$ cat config.mk
export PLATFORM = sky130hd
export DESIGN_NAME = line_break_opportunity_finder
export DESIGN_NICKNAME = d
export VERILOG_FILES = /design/src/sv/lbof_pkg.sv /design/src/sv/lbof_rules.sv /design/src/sv/line_break_opportunity_finder.sv
export SDC_FILE = /design/constraint.sdc
export NUM_CORES = 1
export LEC_CHECK = 0
export BUFFER_PORTS_ARGS = -buffer_cell sky130_fd_sc_hd__buf_4
export CAP_MARGIN = 20
export CORE_MARGIN = 5
export CORE_UTILIZATION = 47
export CTS_BUF_LIST = sky130_fd_sc_hd__clkbuf_8
export DETAILED_ROUTE_END_ITERATION = 10
export PLACE_DENSITY_LB_ADDON = 0.3
export SLEW_MARGIN = 20
export SYNTH_ARGS = -nofsm -noshare
export SYNTH_HDL_FRONTEND = slang
export SYNTH_SLANG_ARGS = --single-unit
export TNS_END_PERCENT = 10
$ cat constraint.sdc
create_clock -name clock -period 3.45 [get_ports clock]
set_clock_uncertainty 0.2 [all_clocks]
set_input_delay 0.1725 -clock clock [delete_from_list [all_inputs] [get_ports clock]]
set_output_delay 0.1725 -clock clock [all_outputs]
set_load 0.05 [all_outputs]
$ cat src/sv/lbof_pkg.sv
// Line break opportunity finder: shared package.
// Holds the dense line-break class codes and the rule result type.
// No dependencies.
package lbof_pkg;

   typedef logic [5:0] class_type;

   localparam class_type C_XX = 6'd0;
   localparam class_type C_BK = 6'd1;
   localparam class_type C_CR = 6'd2;
   localparam class_type C_LF = 6'd3;
   localparam class_type C_NL = 6'd4;
   localparam class_type C_SP = 6'd5;
   localparam class_type C_ZW = 6'd6;
   localparam class_type C_CM = 6'd7;
   localparam class_type C_WJ = 6'd8;
   localparam class_type C_GL = 6'd9;
   localparam class_type C_CL = 6'd10;
   localparam class_type C_EX = 6'd11;
   localparam class_type C_IS = 6'd12;
   localparam class_type C_SY = 6'd13;
   localparam class_type C_OP = 6'd14;
   localparam class_type C_QU = 6'd15;
   localparam class_type C_NS = 6'd16;
   localparam class_type C_B2 = 6'd17;
   localparam class_type C_CB = 6'd18;
   localparam class_type C_BA = 6'd19;
   localparam class_type C_HY = 6'd20;
   localparam class_type C_BB = 6'd21;
   localparam class_type C_IN = 6'd22;
   localparam class_type C_AL = 6'd23;
   localparam class_type C_ID = 6'd24;
   localparam class_type C_NU = 6'd25;
   localparam class_type C_PO = 6'd26;
   localparam class_type C_PR = 6'd27;
   localparam class_type C_JL = 6'd28;
   localparam class_type C_JV = 6'd29;
   localparam class_type C_JT = 6'd30;
   localparam class_type C_H2 = 6'd31;
   localparam class_type C_H3 = 6'd32;
   localparam class_type C_LAST = C_H3;

   // Register index of the hyphen option rule enable
   localparam logic REG_HYPHEN_EN = 1'b0;

   // Outcome of one pair decision
   typedef struct packed {
      logic      brk;
      class_type keep;
   } decision_type;

   // Context that the rule network needs besides the pair itself
   typedef struct packed {
      class_type ind;
      logic      two_back_sp;
      logic      hyphen_en;
   } context_type;

endpackage

$ cat src/sv/lbof_rules.sv
// Line break opportunity finder: pair rule network (LB4 to LB31).
// Purely combinational; depends on lbof_pkg.
module lbof_rules (
   input  lbof_pkg::class_type    prev_cls,
   input  lbof_pkg::class_type    cur_cls,
   input  lbof_pkg::context_type  ctx,
   output lbof_pkg::decision_type decision
);

   function automatic logic is_hard(input lbof_pkg::class_type c);
      return c == lbof_pkg::C_BK || c == lbof_pkg::C_CR ||
             c == lbof_pkg::C_LF || c == lbof_pkg::C_NL;
   endfunction

   function automatic logic is_hangul(input lbof_pkg::class_type c);
      return c >= lbof_pkg::C_JL && c <= lbof_pkg::C_H3;
   endfunction

   lbof_pkg::class_type b;
   lbof_pkg::class_type a;
   lbof_pkg::class_type ind;

   assign b   = prev_cls;
   assign a   = cur_cls;
   assign ind = ctx.ind;

   always_comb begin
      decision.keep = a;
      decision.brk  = 1'b1;
      priority if (b == lbof_pkg::C_BK) begin
         decision.brk = 1'b1;
      end else if (b == lbof_pkg::C_CR && a == lbof_pkg::C_LF) begin
         decision.brk = 1'b0;
      end else if (b == lbof_pkg::C_CR || b == lbof_pkg::C_LF || b == lbof_pkg::C_NL) begin
         decision.brk = 1'b1;
      end else if (is_hard(a)) begin
         decision.brk = 1'b0;
      end else if (a == lbof_pkg::C_SP || a == lbof_pkg::C_ZW) begin
         decision.brk = 1'b0;
      end else if (b == lbof_pkg::C_ZW) begin
         decision.brk = 1'b1;
      end else if (a == lbof_pkg::C_CM) begin
         // mark takes its base class; after a space it counts as alphabetic
         decision.keep = (is_hard(b) || b == lbof_pkg::C_SP || b == lbof_pkg::C_ZW) ?
                         lbof_pkg::C_AL : b;
         decision.brk  = 1'b0;
      end else if (b == lbof_pkg::C_WJ || a == lbof_pkg::C_WJ) begin
         decision.brk = 1'b0;
      end else if (b != lbof_pkg::C_SP && a == lbof_pkg::C_GL) begin
         decision.brk = 1'b0;
      end else if (b == lbof_pkg::C_GL) begin
         decision.brk = 1'b0;
      end else if (a == lbof_pkg::C_CL || a == lbof_pkg::C_EX ||
                   a == lbof_pkg::C_IS || a == lbof_pkg::C_SY) begin
         decision.brk = 1'b0;
      end else if (ind == lbof_pkg::C_OP) begin
         decision.brk = 1'b0;
      end else if (ind == lbof_pkg::C_QU && a == lbof_pkg::C_OP) begin
         decision.brk = 1'b0;
      end else if (ind == lbof_pkg::C_CL && a == lbof_pkg::C_NS) begin
         decision.brk = 1'b0;
      end else if (ind == lbof_pkg::C_B2 && a == lbof_pkg::C_B2) begin
         decision.brk = 1'b0;
      end else if (b == lbof_pkg::C_SP) begin
         decision.brk = 1'b1;
      end else if (b == lbof_pkg::C_QU || a == lbof_pkg::C_QU) begin
         decision.brk = 1'b0;
      end else if (a == lbof_pkg::C_CB || b == lbof_pkg::C_CB) begin
         decision.brk = 1'b1;
      end else if (a == lbof_pkg::C_BA || a == lbof_pkg::C_HY ||
                   a == lbof_pkg::C_NS || b == lbof_pkg::C_BB) begin
         decision.brk = 1'b0;
      end else if (a == lbof_pkg::C_IN &&
                   (b == lbof_pkg::C_AL || b == lbof_pkg::C_ID ||
                    b == lbof_pkg::C_IN || b == lbof_pkg::C_NU)) begin
         decision.brk = 1'b0;
      end else if ((b == lbof_pkg::C_ID && a == lbof_pkg::C_PO) ||
                   (b == lbof_pkg::C_AL && a == lbof_pkg::C_NU) ||
                   (b == lbof_pkg::C_NU && a == lbof_pkg::C_AL)) begin
         decision.brk = 1'b0;
      end else if (b == lbof_pkg::C_PR && (a == lbof_pkg::C_ID || a == lbof_pkg::C_AL)) begin
         decision.brk = 1'b0;
      end else if (b == lbof_pkg::C_PO && a == lbof_pkg::C_AL) begin
         decision.brk = 1'b0;
      end else if ((b == lbof_pkg::C_CL || b == lbof_pkg::C_NU) &&
                   (a == lbof_pkg::C_PO || a == lbof_pkg::C_PR)) begin
         decision.brk = 1'b0;
      end else if ((b == lbof_pkg::C_PO || b == lbof_pkg::C_PR) &&
                   (a == lbof_pkg::C_OP || a == lbof_pkg::C_NU)) begin
         decision.brk = 1'b0;
      end else if ((b == lbof_pkg::C_HY || b == lbof_pkg::C_IS ||
                    b == lbof_pkg::C_NU || b == lbof_pkg::C_SY) && a == lbof_pkg::C_NU) begin
         decision.brk = 1'b0;
      end else if (b == lbof_pkg::C_JL &&
                   (a == lbof_pkg::C_JL || a == lbof_pkg::C_JV ||
                    a == lbof_pkg::C_H2 || a == lbof_pkg::C_H3)) begin
         decision.brk = 1'b0;
      end else if ((b == lbof_pkg::C_JV || b == lbof_pkg::C_H2) &&
                   (a == lbof_pkg::C_JV || a == lbof_pkg::C_JT)) begin
         decision.brk = 1'b0;
      end else if ((b == lbof_pkg::C_JT || b == lbof_pkg::C_H3) && a == lbof_pkg::C_JT) begin
         decision.brk = 1'b0;
      end else if (is_hangul(b) && (a == lbof_pkg::C_IN || a == lbof_pkg::C_PO)) begin
         decision.brk = 1'b0;
      end else if (b == lbof_pkg::C_PR && is_hangul(a)) begin
         decision.brk = 1'b0;
      end else if (b == lbof_pkg::C_AL && a == lbof_pkg::C_AL) begin
         decision.brk = 1'b0;
      end else if (b == lbof_pkg::C_IS && a == lbof_pkg::C_AL) begin
         decision.brk = 1'b0;
      end else if ((b == lbof_pkg::C_AL || b == lbof_pkg::C_NU) && a == lbof_pkg::C_OP) begin
         decision.brk = 1'b0;
      end else if (b == lbof_pkg::C_CL && (a == lbof_pkg::C_AL || a == lbof_pkg::C_NU)) begin
         decision.brk = 1'b0;
      end else if (ctx.hyphen_en && b == lbof_pkg::C_HY && a != lbof_pkg::C_SP &&
                   ctx.two_back_sp) begin
         decision.brk = 1'b0;
      end else begin
         decision.brk = 1'b1;
      end
   end

endmodule

$ cat src/sv/line_break_opportunity_finder.sv
// Line break opportunity finder: top level with stream ports and CSR port.
// Depends on lbof_pkg and lbof_rules.
//
//  channel  direction  handshake                       payload
//  req_     in         req_tvalid / req_tready          tdata: line_class; tuser: start_of_text
//  rsp_     out        rsp_tvalid / rsp_tready          tdata: break_before
//  csr_     in         psel, penable, pwrite, pready    hyphen_option_rule_enable at 0x0
//
// One request per cycle unless the result stalls; the answer sits in the
// result register the cycle after the request is taken. The rate is set by
// the rule network, combinational between request port and result register.
// Reset (synchronous) clears the history to space, the text count to zero,
// the hyphen option rule to enabled and the result register to empty.
// A stalled result holds; a new request is still taken in the cycle that
// the result leaves.
module line_break_opportunity_finder (
   input  logic        clock,
   input  logic        reset,
   input  logic        req_tvalid,
   output logic        req_tready,
   input  logic [7:0]  req_tdata,   // [5:0] line_class, [7:6] zero
   input  logic        req_tuser,   // [0] start_of_text
   output logic        rsp_tvalid,
   input  logic        rsp_tready,
   output logic [7:0]  rsp_tdata,   // [0] break_before, [7:1] zero
   input  logic        csr_psel,
   input  logic        csr_penable,
   input  logic        csr_pwrite,
   input  logic [2:0]  csr_paddr,
   input  logic [31:0] csr_pwdata,
   output logic [31:0] csr_prdata,
   output logic        csr_pready
);

   // Configuration register
   logic hyphen_en_ff;
   logic hyphen_en_in;

   // Character history
   lbof_pkg::class_type prev_ff,  prev_in;
   lbof_pkg::class_type prev2_ff, prev2_in;
   lbof_pkg::class_type ind_ff,   ind_in;
   logic [1:0]          seen_ff,  seen_in;

   // Result register
   logic rsp_valid_ff, rsp_valid_in;
   logic brk_ff, brk_in;

   logic                   req_accept;
   logic                   csr_write;
   logic                   start;
   lbof_pkg::class_type    cls;
   lbof_pkg::class_type    ind_eff;
   lbof_pkg::context_type  ctx;
   lbof_pkg::decision_type decision;

   // --- CSR port: always ready, register at word 0 ---
   assign csr_pready = 1'b1;
   assign csr_write  = csr_psel && csr_penable && csr_pwrite && csr_pready;
   assign csr_prdata = (csr_paddr[2] == lbof_pkg::REG_HYPHEN_EN) ?
                       {31'd0, hyphen_en_ff} : 32'd0;

   always_comb begin
      hyphen_en_in = hyphen_en_ff;
      if (csr_write && csr_paddr[2] == lbof_pkg::REG_HYPHEN_EN) begin
         hyphen_en_in = csr_pwdata[0];
      end
   end

   // --- request side: take a request whenever the result slot frees up ---
   assign req_tready = !rsp_valid_ff || rsp_tready;
   assign req_accept = req_tvalid && req_tready;

   // Fold unused codes onto the other class
   assign cls = (req_tdata[5:0] > lbof_pkg::C_LAST) ? lbof_pkg::C_XX : req_tdata[5:0];

   // Without a text under way every character starts one
   assign start = req_tuser || (seen_ff == 2'd0);

   // Last non-space class, including the previous character
   assign ind_eff = (prev_ff != lbof_pkg::C_SP) ? prev_ff : ind_ff;

   assign ctx.ind         = ind_eff;
   assign ctx.two_back_sp = (seen_ff == 2'd2) && (prev2_ff == lbof_pkg::C_SP);
   assign ctx.hyphen_en   = hyphen_en_ff;

   lbof_rules u_rules (
      .prev_cls (prev_ff),
      .cur_cls  (cls),
      .ctx      (ctx),
      .decision (decision)
   );

   // --- history update and result capture ---
   always_comb begin
      prev_in      = prev_ff;
      prev2_in     = prev2_ff;
      ind_in       = ind_ff;
      seen_in      = seen_ff;
      brk_in       = brk_ff;
      rsp_valid_in = rsp_valid_ff;
      if (rsp_valid_ff && rsp_tready) begin
         rsp_valid_in = 1'b0;
      end
      if (req_accept) begin
         rsp_valid_in = 1'b1;
         if (start) begin
            // restart history; a leading mark stands as alphabetic
            brk_in   = 1'b0;
            prev_in  = (cls == lbof_pkg::C_CM) ? lbof_pkg::C_AL : cls;
            prev2_in = lbof_pkg::C_SP;
            ind_in   = lbof_pkg::C_SP;
            seen_in  = 2'd1;
         end else begin
            brk_in   = decision.brk;
            prev_in  = decision.keep;
            prev2_in = prev_ff;
            ind_in   = ind_eff;
            seen_in  = (seen_ff == 2'd2) ? seen_ff : seen_ff + 2'd1;
         end
      end
   end

   always_ff @(posedge clock) begin
      if (reset) begin
         hyphen_en_ff <= 1'b1;
         prev_ff      <= lbof_pkg::C_SP;
         prev2_ff     <= lbof_pkg::C_SP;
         ind_ff       <= lbof_pkg::C_SP;
         seen_ff      <= 2'd0;
         rsp_valid_ff <= 1'b0;
      end else begin
         hyphen_en_ff <= hyphen_en_in;
         prev_ff      <= prev_in;
         prev2_ff     <= prev2_in;
         ind_ff       <= ind_in;
         seen_ff      <= seen_in;
         rsp_valid_ff <= rsp_valid_in;
      end
   end

   // Payload needs no reset
   always_ff @(posedge clock) begin
      brk_ff <= brk_in;
   end

   assign rsp_tvalid = rsp_valid_ff;
   assign rsp_tdata  = {7'd0, brk_ff};

endmodule
==> metrics.yaml <==
nets: 355
leakage_nw: 0.8708
cts_buffers: 3
min_period_over_period_pct: 73.90
ios: 94
path_class: "reg2reg"
ir_drop_mv: 0.1867
synth.distinct_cells: 69
postSynthCellCount: 299
finish.instance_area_sq_um: 2260
post_dp_cell_area_sq_um: 2203
dp_hpwl_microns: 4058
num_antenna_cells: 0
grt_pass1_vias: 1909
synthFlopType: "dfxtp_1"
clk_path_buf_depth: 2
syn2layout_area_growth_pct: -2.536
drv_slew: 0
crit_buf_inv: 0
end_kind: "flop"
setup_slack_ns: 0.9005
tightest_slew_ns: 0.6740
drt_first_pass_iters: 6
hp-class: "in2reg"
critical-path-max-stage-delay_ns: 0.74
cp_top_family: "flip-flops"
cp.required_ns: 3.27
yosys.area.top_type: "dfxtp_1"
seq_area_frac_synth_pct: 20.29
vias: 2138
critPathMaxFanout: 15
fp.coreArea_sq_um: 4755
ys_top_cells_by_area: "dfxtp_1, buf_4, clkbuf_8"
start_kind: "flop"
insertion_delay_ns: 0.26
grt.total_usage_pct: 17.92
post-route-util_pct: 47.53
fin_cells: 368
viasPerCell: 5.810
ys_warn_count: 0
rows: 25
grt_overflow: 0
synth_area_per_cell_sq_um: 7.754
clockRootBuffer: "clkbuf_8"
clock.fmax_mhz: 392.2
fin_crit_ns: 2.549
rsz0062_at_grt: "no"
final.setup.tns_ns: 0
grt_max_degree: 23
die_y_microns: 80.24
gp_congestion: 1.001
drcViolationCount: 0
htree_levels: 1
grt_pass1_wl_microns: 9384
die-area_sq_um: 6438
power_density_nw_per_um2: 315.9
drt-total-wl_microns: 5724
grt_antenna_before_repair: 0
synth_seq_cells: 23
cts_sinks: 23
cap_violations: 0
slew_headroom_pct: 55.01
crit_path_cell_trace: "nand2b_4, or4_1, a2111oi_0, a211oi_1, a21oi_1, nor3_1"
synth-edff-count: 1
drive_gt1_share_pct: 13.62
async_flop_share_pct: 0
antenna_left: 0
hold_viol: 0
setup_viol: 0
initial_core_util_pct: 48.76
tritoncts: "built"
num-fill-cells: 491
synth.top_cell.area_share_pct: 19.00
critPathSlowestCell: "dfxtp_1"
dp_cells: 363
crit_arrival_ns: 2.36
hold_slack_ns: 0.02852
syn_area_sq_um: 2318
first_iter_violations: 326
port-buffer-count: 19
finalPower_uw: 713.8
status: "finished clean"
clk_pin_slew_ns: 0.08
pre_cts_ws_ns: 0.9350
drt-wirelength-per-cell_microns: 15.55
dieWidth_microns: 80.24
[cell families (layout without fill, tap and decap cells)]
logic type / Yosys count / after routing / share of synthesized area [%]
simple gates: 126 / 126 / 31.25
compound gates: 69 / 69 / 22.18
fa+ha+maj: 2 / 2 / 1.079
buf+inv: 74 / 39 / 23.64
xor+xnor: 1 / 1 / 0.3778
other cells: 2 / 39 / 0.3239
mux: 2 / 2 / 0.8635
flops: 23 / 23 / 20.29
[cells in the mapped netlist (2+ instances only)]
| master | n |
|---|---|
| a2111oi_0 | 5 |
| a211o_1 | 4 |
| a211oi_1 | 2 |
| a21oi_1 | 19 |
| a221oi_1 | 2 |
| a2bb2oi_1 | 2 |
| a31oi_1 | 6 |
| a32oi_1 | 2 |
| and2b_1 | 2 |
| and3b_1 | 2 |
| buf_2 | 5 |
| buf_4 | 41 |
| buf_6 | 4 |
| clkbuf_1 | 4 |
| clkbuf_8 | 8 |
| conb_1 | 2 |
| dfxtp_1 | 22 |
| ha_1 | 2 |
| inv_1 | 12 |
| mux2i_1 | 2 |
| nand2_1 | 24 |
| nand2b_1 | 9 |
| nand3_1 | 11 |
| nand4_1 | 6 |
| nand4b_1 | 4 |
| nor2_1 | 22 |
| nor2b_1 | 10 |
| nor3_1 | 7 |
| nor3b_1 | 5 |
| nor4_1 | 3 |
| nor4bb_1 | 4 |
| o2111ai_1 | 3 |
| o21ai_0 | 3 |
| o22ai_1 | 2 |
| o32ai_1 | 2 |
| o41ai_1 | 2 |
| or2_2 | 2 |
[worst register-to-register path: stages (launching register included)]
cell,delay (ns)
dfxtp_1,0.74
nand2b_4,0.15
or4_1,0.43
a2111oi_0,0.45
a211oi_1,0.10
a21oi_1,0.17
nor3_1,0.07
[per-layer routing]
| layer | share of wire [%] | up-vias | track usage (%) |
|---|---|---|---|
| met3 | 9.2 | 12 | 2.130 |
| met1 | 43 | 998 | 25.46 |
| met4 | 2.0 | 0 | 5.405 |
| met5 | 0 | - | 0 |
| met2 | 46 | 126 | 28.15 |
| li1 | - | 1002 | - |
[path summary, 6_finish.rpt]
kind         slack (ns)                  endpoint  depth (start not counted)                     start
max                0.90      brk_ff$_SDFFCE_PN0P_                          6   prev_ff[0]$_SDFFE_PP1P_
max reg2reg        0.90      brk_ff$_SDFFCE_PN0P_                          6   prev_ff[0]$_SDFFE_PP1P_
min                0.03   prev_ff[4]$_SDFFE_PP0P_                          2                     reset
min reg2reg        0.26  prev2_ff[1]$_SDFFE_PP0P_                          2  prev2_ff[1]$_SDFFE_PP0P_
[power by group]
group          leakage [nW]  switching [mW]  total, mW  internal [mW]
combinational         0.656           0.193      0.258         0.0642
sequential            0.189          0.0172      0.292          0.275
clock                0.0255          0.0834      0.164         0.0805
[flip-flops by register name, indices dropped and copies added (netlist names)]
register and cells:
prev2_ff 6, hyphen_en_ff 1, prev_ff 6, rsp_tvalid 1, brk_ff 1, ind_ff 6
seen_ff 2
[timing repair]
| action | CTS | global route |
|---|---|---|
| hold buffers | 1 | 0 |
| hold endpoints to repair | 1 | 0 |
| gates resized for setup | 0 | 0 |
| buffers inserted | 0 | 0 |
[cell usage in the layout, fill, tap and decap left out, drive strengths merged, types with 4 or more instances in the layout]
master / instances
nand2b: 10
a211o: 4
a2111oi: 5
o2111ai: 4
inv: 12
o21ai: 4
nor4bb: 4
or2: 4
buf: 22
nand4b: 4
dfxtp: 22
nor3: 8
a31oi: 6
nor2b: 10
conb: 39
nand3: 11
nor3b: 5
nand4: 6
nor2: 22
a21oi: 20
nand2: 24
[cell type report]
class	count	area (sq um)	share of cell area, %
multi-input combinational	239	1439	63.68
sequential	23	470.5	20.82
timing repair buffer	23	175.2	7.752
tap	67	83.83	3.710
inverter	12	45.04	1.993
clock buffer	3	41.29	1.827
clock inverter	1	5.005	0.2215
No activity file was read; power rests on OpenSTA's default activity.
